<file path="src/rtl/assert_macros.svh">
// Assertion macros for the deframer RTL.
`ifndef ASSERT_MACROS_SVH
`define ASSERT_MACROS_SVH
`ifndef ASSERT_OFF
// Check a property on every clock edge outside reset.
`define ASSERT_PROP(lbl, clk, rst_n, prop) \
  lbl: assert property (@(posedge clk) disable iff (!rst_n) prop) \
    else $error("deframer assertion failed");
// Check a property on every clock edge, reset included.
`define ASSERT_PROP_ALWAYS(lbl, clk, prop) \
  lbl: assert property (@(posedge clk) prop) \
    else $error("deframer assertion failed");
`else
`define ASSERT_PROP(lbl, clk, rst_n, prop)
`define ASSERT_PROP_ALWAYS(lbl, clk, prop)
`endif
`endif

</file>
<file path="src/rtl/rsd_pkg.sv">
// Types and constants of the record segment deframer.
package rsd_pkg;

  localparam int unsigned FIRST_PAYLOAD = 10;
  localparam int unsigned LATER_PAYLOAD = 14;
  localparam int unsigned CFG_ADDR_W    = 2;
  localparam int unsigned CFG_DATA_W    = 8;

  localparam logic [CFG_ADDR_W-1:0] CFG_EXPECTED_ID  = 2'd0;
  localparam logic [CFG_ADDR_W-1:0] CFG_WIRE_VERSION = 2'd1;

  typedef enum logic [2:0] {
    ST_OK         = 3'd0,
    ST_VERSION    = 3'd1,
    ST_ID         = 3'd2,
    ST_ORDINAL    = 3'd3,
    ST_SEG_COUNT  = 3'd4,
    ST_BYTE_COUNT = 3'd5,
    ST_PADDING    = 3'd6
  } status_t;

  // One segment as taken from the input channel
  typedef struct packed {
    logic        seg_last;
    logic [63:0] seg_high;
    logic [63:0] seg_low;
  } item_t;

  // Per-segment result control fields
  typedef struct packed {
    logic [3:0] payload_count;
    status_t    status;
    logic       record_end;
  } res_t;

endpackage

</file>
<file path="src/rtl/rsd_in_reg.sv">
// Input register stage of the record segment deframer.
module rsd_in_reg
  import rsd_pkg::*;
(
  input  logic         clk,
  input  logic         rst_n,
  input  logic         in_tvalid,
  output logic         in_tready,
  input  logic [127:0] in_tdata,
  input  logic         in_tlast,
  input  logic         advance,
  output item_t        item,
  output logic         item_valid
);

  item_t item_r;
  logic  valid_r;

  // take a new request whenever the held one is empty or moving on
  assign in_tready  = !valid_r || advance;
  assign item       = item_r;
  assign item_valid = valid_r;

  always_ff @(posedge clk) begin
    if (!rst_n) begin
      valid_r <= 1'b0;
    end else if (in_tready) begin
      valid_r <= in_tvalid;
    end
  end

  // hold payload until it is consumed
  always_ff @(posedge clk) begin
    if (in_tvalid && in_tready) begin
      item_r.seg_low  <= in_tdata[63:0];
      item_r.seg_high <= in_tdata[127:64];
      item_r.seg_last <= in_tlast;
    end
  end

endmodule

</file>
<file path="src/rtl/rsd_check.sv">
// Record state and per-segment checks of the record segment deframer.
module rsd_check
  import rsd_pkg::*;
(
  input  logic        clk,
  input  logic        rst_n,
  input  logic        take,
  input  item_t       item,
  input  logic [7:0]  expected_id,
  input  logic [7:0]  wire_version,
  output logic [63:0] payload_low,
  output logic [47:0] payload_high,
  output res_t        res
);

  logic [7:0]  next_ordinal_r, next_ordinal_nxt;
  logic [7:0]  count_field_r, count_field_nxt;
  logic [15:0] total_bytes_r, total_bytes_nxt;
  logic [15:0] bytes_taken_r, bytes_taken_nxt;
  status_t     error_code_r, error_code_nxt;
  logic        in_record_r, in_record_nxt;
  logic        ordinal_over_r, ordinal_over_nxt;

  logic        first;
  logic [7:0]  b0, b1, b2, b3;
  logic [7:0]  cnt_cur;
  logic [15:0] tot_cur;
  logic [15:0] remain;
  logic [3:0]  cap;
  logic [3:0]  n;
  logic [111:0] slots;
  logic        pad_err;
  logic [15:0] rest;
  logic [16:0] rest_plus;
  logic [11:0] ord_x14;
  logic [8:0]  segs;
  logic        chk_version, chk_short, chk_id, chk_ord;
  logic        chk_segcnt, chk_need;
  status_t     err;

  assign first = !in_record_r;
  assign b0    = item.seg_low[7:0];
  assign b1    = item.seg_low[15:8];
  assign b2    = item.seg_low[23:16];
  assign b3    = item.seg_low[31:24];

  // header fields come from this segment when it opens a record
  assign cnt_cur = first ? b3 : count_field_r;
  assign tot_cur = first ? item.seg_low[47:32] : total_bytes_r;

  // pick the payload slots out of the segment
  always_comb begin
    if (first) begin
      payload_low  = {item.seg_high[47:0], item.seg_low[63:48]};
      payload_high = {32'd0, item.seg_high[63:48]};
      cap          = 4'(FIRST_PAYLOAD);
    end else begin
      payload_low  = {item.seg_high[15:0], item.seg_low[63:16]};
      payload_high = item.seg_high[63:16];
      cap          = 4'(LATER_PAYLOAD);
    end
  end
  assign slots = {payload_high, payload_low};

  // count record bytes in this segment; taken never exceeds total
  assign remain = tot_cur - bytes_taken_r;
  assign n      = (remain >= 16'(cap)) ? cap : remain[3:0];

  // slots past the record data must be zero
  always_comb begin
    pad_err = 1'b0;
    for (int s = 0; s < LATER_PAYLOAD; s++) begin
      if ((4'(s) >= n) && (slots[8*s +: 8] != 8'd0)) begin
        pad_err = 1'b1;
      end
    end
  end

  // segment count implied by the length: ceil(rest / 14) == ordinal
  assign rest      = tot_cur - 16'(FIRST_PAYLOAD);
  assign rest_plus = {1'b0, rest} + 17'(LATER_PAYLOAD);
  assign ord_x14   = 12'(next_ordinal_r) * 12'(LATER_PAYLOAD);
  assign segs      = {1'b0, next_ordinal_r} + 9'd1;

  assign chk_version = first && (b2 != wire_version);
  assign chk_short   = first && (tot_cur < 16'(FIRST_PAYLOAD));
  assign chk_id      = (b0 != expected_id);
  assign chk_ord     = ordinal_over_r || (b1 != next_ordinal_r);
  assign chk_segcnt  = item.seg_last && !ordinal_over_r && ({1'b0, cnt_cur} != segs);
  assign chk_need    = item.seg_last && !ordinal_over_r && !chk_short &&
                       !((rest <= 16'(ord_x14)) && (rest_plus > 17'(ord_x14)));

  // keep the first error in stream order
  always_comb begin
    if (error_code_r != ST_OK) err = error_code_r;
    else if (chk_version)      err = ST_VERSION;
    else if (chk_short)        err = ST_BYTE_COUNT;
    else if (chk_id)           err = ST_ID;
    else if (chk_ord)          err = ST_ORDINAL;
    else if (pad_err)          err = ST_PADDING;
    else if (chk_segcnt)       err = ST_SEG_COUNT;
    else if (chk_need)         err = ST_BYTE_COUNT;
    else                       err = ST_OK;
  end

  assign res.payload_count = (err != ST_OK) ? 4'd0 : n;
  assign res.status        = err;
  assign res.record_end    = item.seg_last;

  // advance record state; rearm after the last segment
  always_comb begin
    count_field_nxt  = cnt_cur;
    total_bytes_nxt  = tot_cur;
    if (item.seg_last) begin
      next_ordinal_nxt = 8'd0;
      bytes_taken_nxt  = 16'd0;
      error_code_nxt   = ST_OK;
      in_record_nxt    = 1'b0;
      ordinal_over_nxt = 1'b0;
    end else begin
      next_ordinal_nxt = next_ordinal_r + 8'd1;
      bytes_taken_nxt  = bytes_taken_r + 16'(n);
      error_code_nxt   = err;
      in_record_nxt    = 1'b1;
      ordinal_over_nxt = ordinal_over_r || (next_ordinal_r == 8'hFF);
    end
  end

  always_ff @(posedge clk) begin
    if (!rst_n) begin
      next_ordinal_r <= 8'd0;
      count_field_r  <= 8'd0;
      total_bytes_r  <= 16'd0;
      bytes_taken_r  <= 16'd0;
      error_code_r   <= ST_OK;
      in_record_r    <= 1'b0;
      ordinal_over_r <= 1'b0;
    end else if (take) begin
      next_ordinal_r <= next_ordinal_nxt;
      count_field_r  <= count_field_nxt;
      total_bytes_r  <= total_bytes_nxt;
      bytes_taken_r  <= bytes_taken_nxt;
      error_code_r   <= error_code_nxt;
      in_record_r    <= in_record_nxt;
      ordinal_over_r <= ordinal_over_nxt;
    end
  end

endmodule

</file>
<file path="src/rtl/record_segment_deframer.sv">
// Top level of the record segment deframer.
// Usage:
//   Segments of a record enter on the in_ channel, one 128-bit segment per
//   request, in_tlast set on the final one. Each segment yields one result on
//   the out_ channel: its payload slots, how many of them are record data,
//   the latched status, and out_tlast echoing the segment's end marker.
//   Registers expected_id (index 0) and wire_version (index 1) are written
//   through cfg_we / cfg_addr / cfg_wdata; the user writes them only while
//   no record is in flight, and the block itself does not enforce this.
// Timing:
//   A segment is held in an input register, checked by one level of logic
//   against the record state and lands in the output register, which drives
//   out_tvalid. One segment per cycle is sustained while out_tready is high;
//   the record state update is the loop that sets this rate.
// Reset (rst_n low, synchronous) empties both registers, clears the record
// state and loads both config registers with 1.
// When the receiver stalls the output holds, the input register still fills
// once, then in_tready drops until the result is taken.
module record_segment_deframer
  import rsd_pkg::*;
(
  input  logic                  clk,
  input  logic                  rst_n,
  input  logic                  in_tvalid,
  output logic                  in_tready,
  input  logic [127:0]          in_tdata,   // seg_low[63:0], seg_high[127:64]
  input  logic                  in_tlast,   // seg_last
  output logic                  out_tvalid,
  input  logic                  out_tready,
  // payload_low[63:0], payload_high[111:64], payload_count[115:112],
  // status[118:116], zero[119]
  output logic [119:0]          out_tdata,
  output logic                  out_tlast,  // record_end
  input  logic                  cfg_we,
  input  logic [CFG_ADDR_W-1:0] cfg_addr,
  input  logic [CFG_DATA_W-1:0] cfg_wdata
);

`include "assert_macros.svh"

  logic [7:0]  expected_id_r;
  logic [7:0]  wire_version_r;
  item_t       item;
  logic        item_valid;
  logic        advance;
  logic [63:0] payload_low;
  logic [47:0] payload_high;
  res_t        res;

  logic        out_valid_r;
  logic [63:0] payload_low_r;
  logic [47:0] payload_high_r;
  res_t        res_r;

  // write config registers
  always_ff @(posedge clk) begin
    if (!rst_n) begin
      expected_id_r  <= 8'd1;
      wire_version_r <= 8'd1;
    end else if (cfg_we) begin
      case (cfg_addr)
        CFG_EXPECTED_ID:  expected_id_r  <= cfg_wdata;
        CFG_WIRE_VERSION: wire_version_r <= cfg_wdata;
        default: ;
      endcase
    end
  end

  // move a segment on whenever the output register is free or draining
  assign advance = item_valid && (!out_valid_r || out_tready);

  rsd_in_reg u_in_reg (
    .clk        (clk),
    .rst_n      (rst_n),
    .in_tvalid  (in_tvalid),
    .in_tready  (in_tready),
    .in_tdata   (in_tdata),
    .in_tlast   (in_tlast),
    .advance    (advance),
    .item       (item),
    .item_valid (item_valid)
  );

  rsd_check u_check (
    .clk          (clk),
    .rst_n        (rst_n),
    .take         (advance),
    .item         (item),
    .expected_id  (expected_id_r),
    .wire_version (wire_version_r),
    .payload_low  (payload_low),
    .payload_high (payload_high),
    .res          (res)
  );

  // output register valid
  always_ff @(posedge clk) begin
    if (!rst_n) begin
      out_valid_r <= 1'b0;
    end else if (advance) begin
      out_valid_r <= 1'b1;
    end else if (out_tready) begin
      out_valid_r <= 1'b0;
    end
  end

  // output register payload
  always_ff @(posedge clk) begin
    if (advance) begin
      payload_low_r  <= payload_low;
      payload_high_r <= payload_high;
      res_r          <= res;
    end
  end

  assign out_tvalid = out_valid_r;
  assign out_tdata  = {1'b0, res_r.status, res_r.payload_count, payload_high_r, payload_low_r};
  assign out_tlast  = res_r.record_end;

  // an errored result never claims record data
  `ASSERT_PROP(a_no_count_on_error, clk, rst_n, out_tvalid && (res_r.status != ST_OK) |-> res_r.payload_count == 4'd0)
  // a result only appears after a segment moved out of the input register
  `ASSERT_PROP(a_valid_from_advance, clk, rst_n, $rose(out_tvalid) |-> $past(advance))
  // moving a segment on always frees the input side
  `ASSERT_PROP(a_advance_ready, clk, rst_n, advance |-> in_tready)
  // reset leaves no result pending
  `ASSERT_PROP_ALWAYS(a_reset_empty, clk, $past(!rst_n) |-> !out_tvalid)

endmodule

</file>
<file path="config.mk">
export PLATFORM = sky130hd
export DESIGN_NAME = record_segment_deframer
export DESIGN_NICKNAME = d
export VERILOG_FILES = /design/src/rtl/rsd_pkg.sv /design/src/rtl/rsd_in_reg.sv /design/src/rtl/rsd_check.sv /design/src/rtl/record_segment_deframer.sv
export VERILOG_INCLUDE_DIRS = /design/src /design/src/rtl
export SDC_FILE = /design/constraint.sdc
export NUM_CORES = 1
export LEC_CHECK = 0
export ABC_AREA = 0
export CAP_MARGIN = 20
export CORE_ASPECT_RATIO = 0.7
export CORE_UTILIZATION = 35
export CTS_CLUSTER_DIAMETER = 60
export DETAILED_ROUTE_END_ITERATION = 8
export DONT_BUFFER_PORTS = 1
export SLEW_MARGIN = 10
export SYNTH_ARGS = -nofsm -noshare
export SYNTH_HDL_FRONTEND = slang
export SYNTH_SLANG_ARGS = --single-unit
</file>
<file path="constraint.sdc">
create_clock -name clk -period 17.7 [get_ports clk]
set_input_delay 1.77 -clock clk [delete_from_list [all_inputs] [get_ports clk]]
set_output_delay 1.77 -clock clk [all_outputs]
set_load 0.01 [all_outputs]
</file>
After elaboration in Yosys (flattened, before gate mapping)
Cells that the tools add are included.
Widths: inputs -> output; s select.
{ "totals": {"regBits": 320, "wordCells": 138} }
{ "op_classes": {"addsub": 6, "mul": 1, "n_lt_le_gt_ge": 18, "eq_ne": 6, "n_mux": 35, "reduce_logical": 53} }
{ "ops": {"columns": ["cell", "count"], "rows": [
  ["$reduce_bool 8->1", 14],
  ["$mux 64", 1],
  ["$mux 48", 1],
  ["$mux 16", 2],
  ["$mux 3", 10],
  ["$ge 4x4->1 const A", 6],
  ["$ne 8x8->1", 3],
  ["$logic_and 1x1->1", 23],
  ["$mux 1", 18],
  ["$add 16x4->17 const B", 1],
  ["$gt 17x12->1", 1],
  ["$add 16x4->16", 1],
  ["$ge 16x4->1", 1],
  ["$ge 3x4->1 const A", 4],
  ["$le 16x12->1", 1],
  ["$lt 16x4->1 const B", 1],
  ["$mux 8", 2],
  ["$sub 16x16->16", 1],
  ["$sub 16x4->16 const B", 1],
  ["$mul 8x3->11 const B", 1],
  ["$add 8x1->9 const B", 1],
  ["$ne 8x9->1", 1],
  ["$add 8x1->8 const B", 1],
  ["$eq 8x8->1 const B", 1],
  ["other kinds (10)", 22]
]} }

Depth between registers and ports, before layout
{ "depth": {"word_depth": 27, "mapped_depth": 30, "depth_no_buf": 23} }

Cells and area by module
From an unflattened synthesis, not the netlist that was laid out.
{ "unflattened": {"hier_cells": 1248, "hier_area_um2": 15399.8} }
{ "modules_own_cells": {"columns": ["mod", "n_inst", "cells_per_inst", "area_each_um2", "seq_area_each_um2"], "rows": [
  ["rsd_check", 1, 926, 7193.1, 1061.0],
  ["record_segment_deframer", 1, 188, 4275.4, 3943.8],
  ["rsd_in_reg", 1, 134, 3931.3, 3893.7]
]} }

Worst setup path after synthesis
No wires, ideal clock.
{ "synth_timing": {"path_kind": "register -> register", "startpoint": "reg u_check.in_record_r", "endpoint": "reg u_check.bytes_taken_r[10]", "setup_time_ns": 0.115, "arrival_time_ns": 6.403, "path_slack_ns": 11.182, "path_stages_with_launch": 31, "path_buffers": 8, "cell_sequence": "dfxtp_1 buf_6 buf_2 buf_2 buf_2 clkbuf_1 clkbuf_1 mux2i_1 inv_1 ha_1 xor2_1 inv_1 ha_1 a21o_1 a2111oi_0 nand4b_1 or4_1 clkbuf_1 nor2_1 nand2_1 fa_1 nor2b_1 o21ai_0 nand2b_1 and3_1 and3_1 clkbuf_1 a31oi_1 o21ai_0 o21ai_0 and2_1"} }
{ "synth_via": {"elab_chain_len": 6, "elab_cells_between_ends": 7, "classes_between": "2 x add/sub; 1 x order compare; 4 x mux"} }
{ "synth_lines": {"columns": ["item", "line_no", "text"], "rows": [
  ["from (decl)", "rsd_check.sv:21", "logic in_record_r, in_record_nxt;"],
  ["from (signal assigned)", "rsd_check.sv:144", "in_record_r <= in_record_nxt;"],
  ["$mux 16 (*)", "rsd_check.sv:49", "assign tot_cur = first ? item.seg_low[47:32] : total_bytes_r;"],
  ["named net u_check.tot_cur[2]", "rsd_check.sv:27", "logic [15:0] tot_cur;"],
  ["$sub 16x16->16 (*)", "rsd_check.sv:66", "assign remain = tot_cur - bytes_taken_r;"],
  ["$ge 16x4->1", "rsd_check.sv:67", "assign n = (remain >= 16'(cap)) ? cap : remain[3:0];"],
  ["$mux 4 (*)", "rsd_check.sv:67", null],
  ["$add 16x4->16 (*)", "rsd_check.sv:122", "bytes_taken_nxt = bytes_taken_r + 16'(n);"],
  ["$mux 16 (*)", "rsd_check.sv:114", "if (item.seg_last) begin"],
  ["to (signal assigned)", "rsd_check.sv:142", "bytes_taken_r <= bytes_taken_nxt;"],
  ["to (decl)", "rsd_check.sv:19", "logic [15:0] bytes_taken_r, bytes_taken_nxt;"]
]} }
Mark *: on every way through the listed nets, which the timed path passes. The rest lies on a longest branch.
A chain may end at the register's enable or synchronous reset.

Final worst setup path
{ "layout_timing": {"startpoint": "reg u_check.in_record_r", "endpoint": "reg u_check.bytes_taken_r[11]"} }
{ "layout_via": {"elab_chain_len": 6, "elab_cells_between_ends": 7, "classes_between": "2 x add/sub; 1 x order compare; 4 x mux"} }
{ "layout_lines": {"columns": ["item", "line_no", "text"], "rows": [
  ["$mux 16", "rsd_check.sv:49", null],
  ["$sub 16x16->16", "rsd_check.sv:66", null],
  ["$ge 16x4->1", "rsd_check.sv:67", null],
  ["$mux 4 (*)", "rsd_check.sv:67", null],
  ["named net u_check.n[2]", "rsd_check.sv:30", "logic [3:0] n;"],
  ["$add 16x4->16 (*)", "rsd_check.sv:122", null],
  ["$mux 16 (*)", "rsd_check.sv:114", null]
]} }
Marks and branches as above.

==> impl_metrics.ini <==
[sta]
finalCritPeriodShare_pct = 36.5
fmax_ghz = 0.155
setup-tns-final_ns = 0
fin_skew_ns = 0.0359
rsz0062_at_grt = no
max_slew_margin_pct = 29.9
hold_violations = 0
slew_viol_final = 0
finalSetupViolCount = 0
post-route-min-period_ns = 6.46
tightest_slew_ns = 1.05

[drt]
drt_iter0_markers = 854
avgRoutedWirePerCell_um = 22.5
drt-total-wl_um = 42100
via_count = 10100
ant_nets = 0
drc = 0
vias_per_cell = 5.37
drtPass1Iterations = 5

[die]
start_util_pct = 35.5
core_um2 = 43700
die-area_um2 = 45200
die_y_um = 178
die_w_um = 254
ios = 267
row_count = 64

[cts]
cts_tree = yes
cts_sinks = 320
post_cts_resized = 0
clock_latency_ns = 0.55
htreeDepth = 2
clockBufferDepth = 3
ctsHoldBuffers = 0
clk_pin_slew_ns = 0.06
cts-buffers-inserted = 36
postCtsSetupBuffers = 0
root_buffer = clkbuf_16

[cells_and_area]
nNetsFinal = 1463
drive_above_1_share_pct = 12.6
syn2layout_area_growth_pct = 12.6
fillers = 4135
antenna-diode-count = 0

[logic_synthesis]
ys_warn_count = 0
synth.most_common_cell = edfxtp_1
syn_avg_cell_area_um2 = 12.4
synth_top_area_share_pct = 48.2
synthTopCellsByCount = 249 x edfxtp_1, 82 x mux2_2, 71 x dfxtp_1
async_flop_share_pct = 0
ys.flop_type = edfxtp_1
synth_seq_area_share_pct = 57.4
syn-instance-count = 1254
synth_nets = 1467
synth_cell_types = 66
ys_seq_elements = 320
syn_area_um2 = 15500
synth-edff-count = 249
synth_top_cell_by_area = edfxtp_1
synth.area.top_cells = edfxtp_1 48%, dfxtp_1 9.2%, mux2_2 6.0%, ha_1 4.8%, mux2i_1 2.6%

[critical_path]
worstRegToRegCells = 21
rr_endpoint = u_check.bytes_taken_r[11]$_SDFFE_PN0P_
regToRegStartpoint = u_check.in_record_r$_SDFFE_PN0P_
path_max_fanout = 37
arrival_ns = 6.89
rrSetupSlack_ns = 11.24
cp-start-kind = register
crit_type = register to register
crit_path_end_kind = register
worstPathRequired_ns = 18.13

[outcome]
status = finished clean

[worst_hold_path]
hold_class = register to register
min_from = u_check.count_field_r[2]$_SDFFE_PN0P_
min_path_cells = 2
hold_path_end = u_check.count_field_r[2]$_SDFFE_PN0P_

[placement]
dp_hpwl_um = 30700
place_congestion = 0.899
portBuffers = 0

[pwr]
vdd_drop_max_v = 0.0000900
report.power.total_uw = 1930
leakage_uw = 0.00616
power_density_nw_per_um2 = 111

[global_routing]
grt_pass1_wl_um = 61400
grt_max_degree = 147
grt_use_total_pct = 18.1
grt_pass1_vias = 9684
antenna_found_initial = 4
grt_overflow = 0

[flow_run]
maxCapViolations = 0
## how the worst max path moves through the flow
stage                                           from                                endpoint  slack (ns)  depth (start not counted)
finish              u_check.in_record_r$_SDFFE_PN0P_  u_check.bytes_taken_r[11]$_SDFFE_PN0P_       11.24                         21
global route        u_check.in_record_r$_SDFFE_PN0P_  u_check.bytes_taken_r[10]$_SDFFE_PN0P_       10.80                         22
detailed placement  u_check.in_record_r$_SDFFE_PN0P_  u_check.bytes_taken_r[11]$_SDFFE_PN0P_       11.37                         20
global placement    u_check.in_record_r$_SDFFE_PN0P_  u_check.bytes_taken_r[10]$_SDFFE_PN0P_       11.51                         23
CTS                 u_check.in_record_r$_SDFFE_PN0P_  u_check.bytes_taken_r[11]$_SDFFE_PN0P_       11.42                         21
floorplan           u_check.in_record_r$_SDFFE_PN0P_  u_check.bytes_taken_r[10]$_SDFFE_PN0P_       11.18                         30
## worst max-delay path: stages (launching register included)
cell and delay [ns]:
dfxtp_4 0.65, mux2_2 0.33, inv_1 0.06, ha_1 0.22
fa_1 0.40, xor2_1 0.40, inv_1 0.19, ha_1 0.32
a21o_1 0.18, a2111oi_0 0.37, nand4b_1 0.13, or4_1 0.70
nor2_1 0.35, mux2i_1 0.17, ha_1 0.39, nand3_1 0.10
nor2_1 0.12, nand3_1 0.10, o21ai_1 0.60, nand3_1 0.23
o2111ai_1 0.22, o21ai_0 0.11
## power breakdown
group | switching [uW] | internal, uW
logic | 112 | 75.3
clock network | 325 | 521
registers | 39.5 | 857
## layer usage
| layer | up-vias | share of wire [%] | GRT usage (%) |
|---|---|---|---|
| li1 | 4672 | - | - |
| met1 | 4889 | 45 | 25.9 |
| met2 | 412 | 42 | 25.5 |
| met3 | 71 | 11 | 6.86 |
| met4 | 8 | 1.9 | 4.39 |
| met5 | - | 0.12 | 0 |
## layout by cell type, fill, tap and decap left out, drive strengths merged, types with 30 or more instances in the layout
cell      n
ha       59
nor4     30
nand2    68
inv      56
o21ai    56
dfxtp    71
mux2     82
nor2     61
a21oi    52
edfxtp  249
clkbuf   43
xnor2    45
and2     41
mux2i    41
## per-stage QoR
step                      utilization (%)  setup WS (ns)  hold slack, ns  cell area [um2]  cells
after floorplan                         -          11.18           0.448            15500   1254
after global placement               36.8          11.51           0.465            16100   1806
after detailed placement             36.8          11.37           0.477            16100   1806
after CTS                            39.9          11.42           0.486            17500   1872
after global routing                 39.9          10.80           0.519            17500   1872
final                                39.9          11.24           0.486            17500   1872
## area by class of cell
class	instances	area (um2)	share of cell area (%)
flip-flops and latches	320	8900	51.0
clock inverters	23	389	2.23
clock buffers	43	978	5.60
inverters	53	204	1.17
well taps	594	743	4.26
repair buffers	4	42.5	0.244
multi-input cells	835	6200	35.5
## sequential cells by signal (all words and copies together) (netlist names)
register,count
u_in_reg.item,129
out_tlast,1
u_check.in_record_r,1
u_in_reg.item_valid,1
u_check.count_field_r,8
u_check.ordinal_over_r,1
wire_version_r,8
payload_high_r,48
payload_low_r,64
u_check.bytes_taken_r,16
out_tvalid,1
u_check.next_ordinal_r,8
out_tdata,7
u_check.total_bytes_r,16
u_check.error_code_r,3
expected_id_r,8
## kinds of logic after synthesis
group	after synthesis	synth area share, %
xor gates and xnor gates	70	3.95
DFF	320	57.4
other	1	0.0242
adders and majority gates	69	6.05
AOI/OAI and AO/OA	211	8.94
buffers and inverters	99	2.65
muxes	123	8.60
and+or+nand+nor	361	12.4
Power figures use the tool's default switching activity.
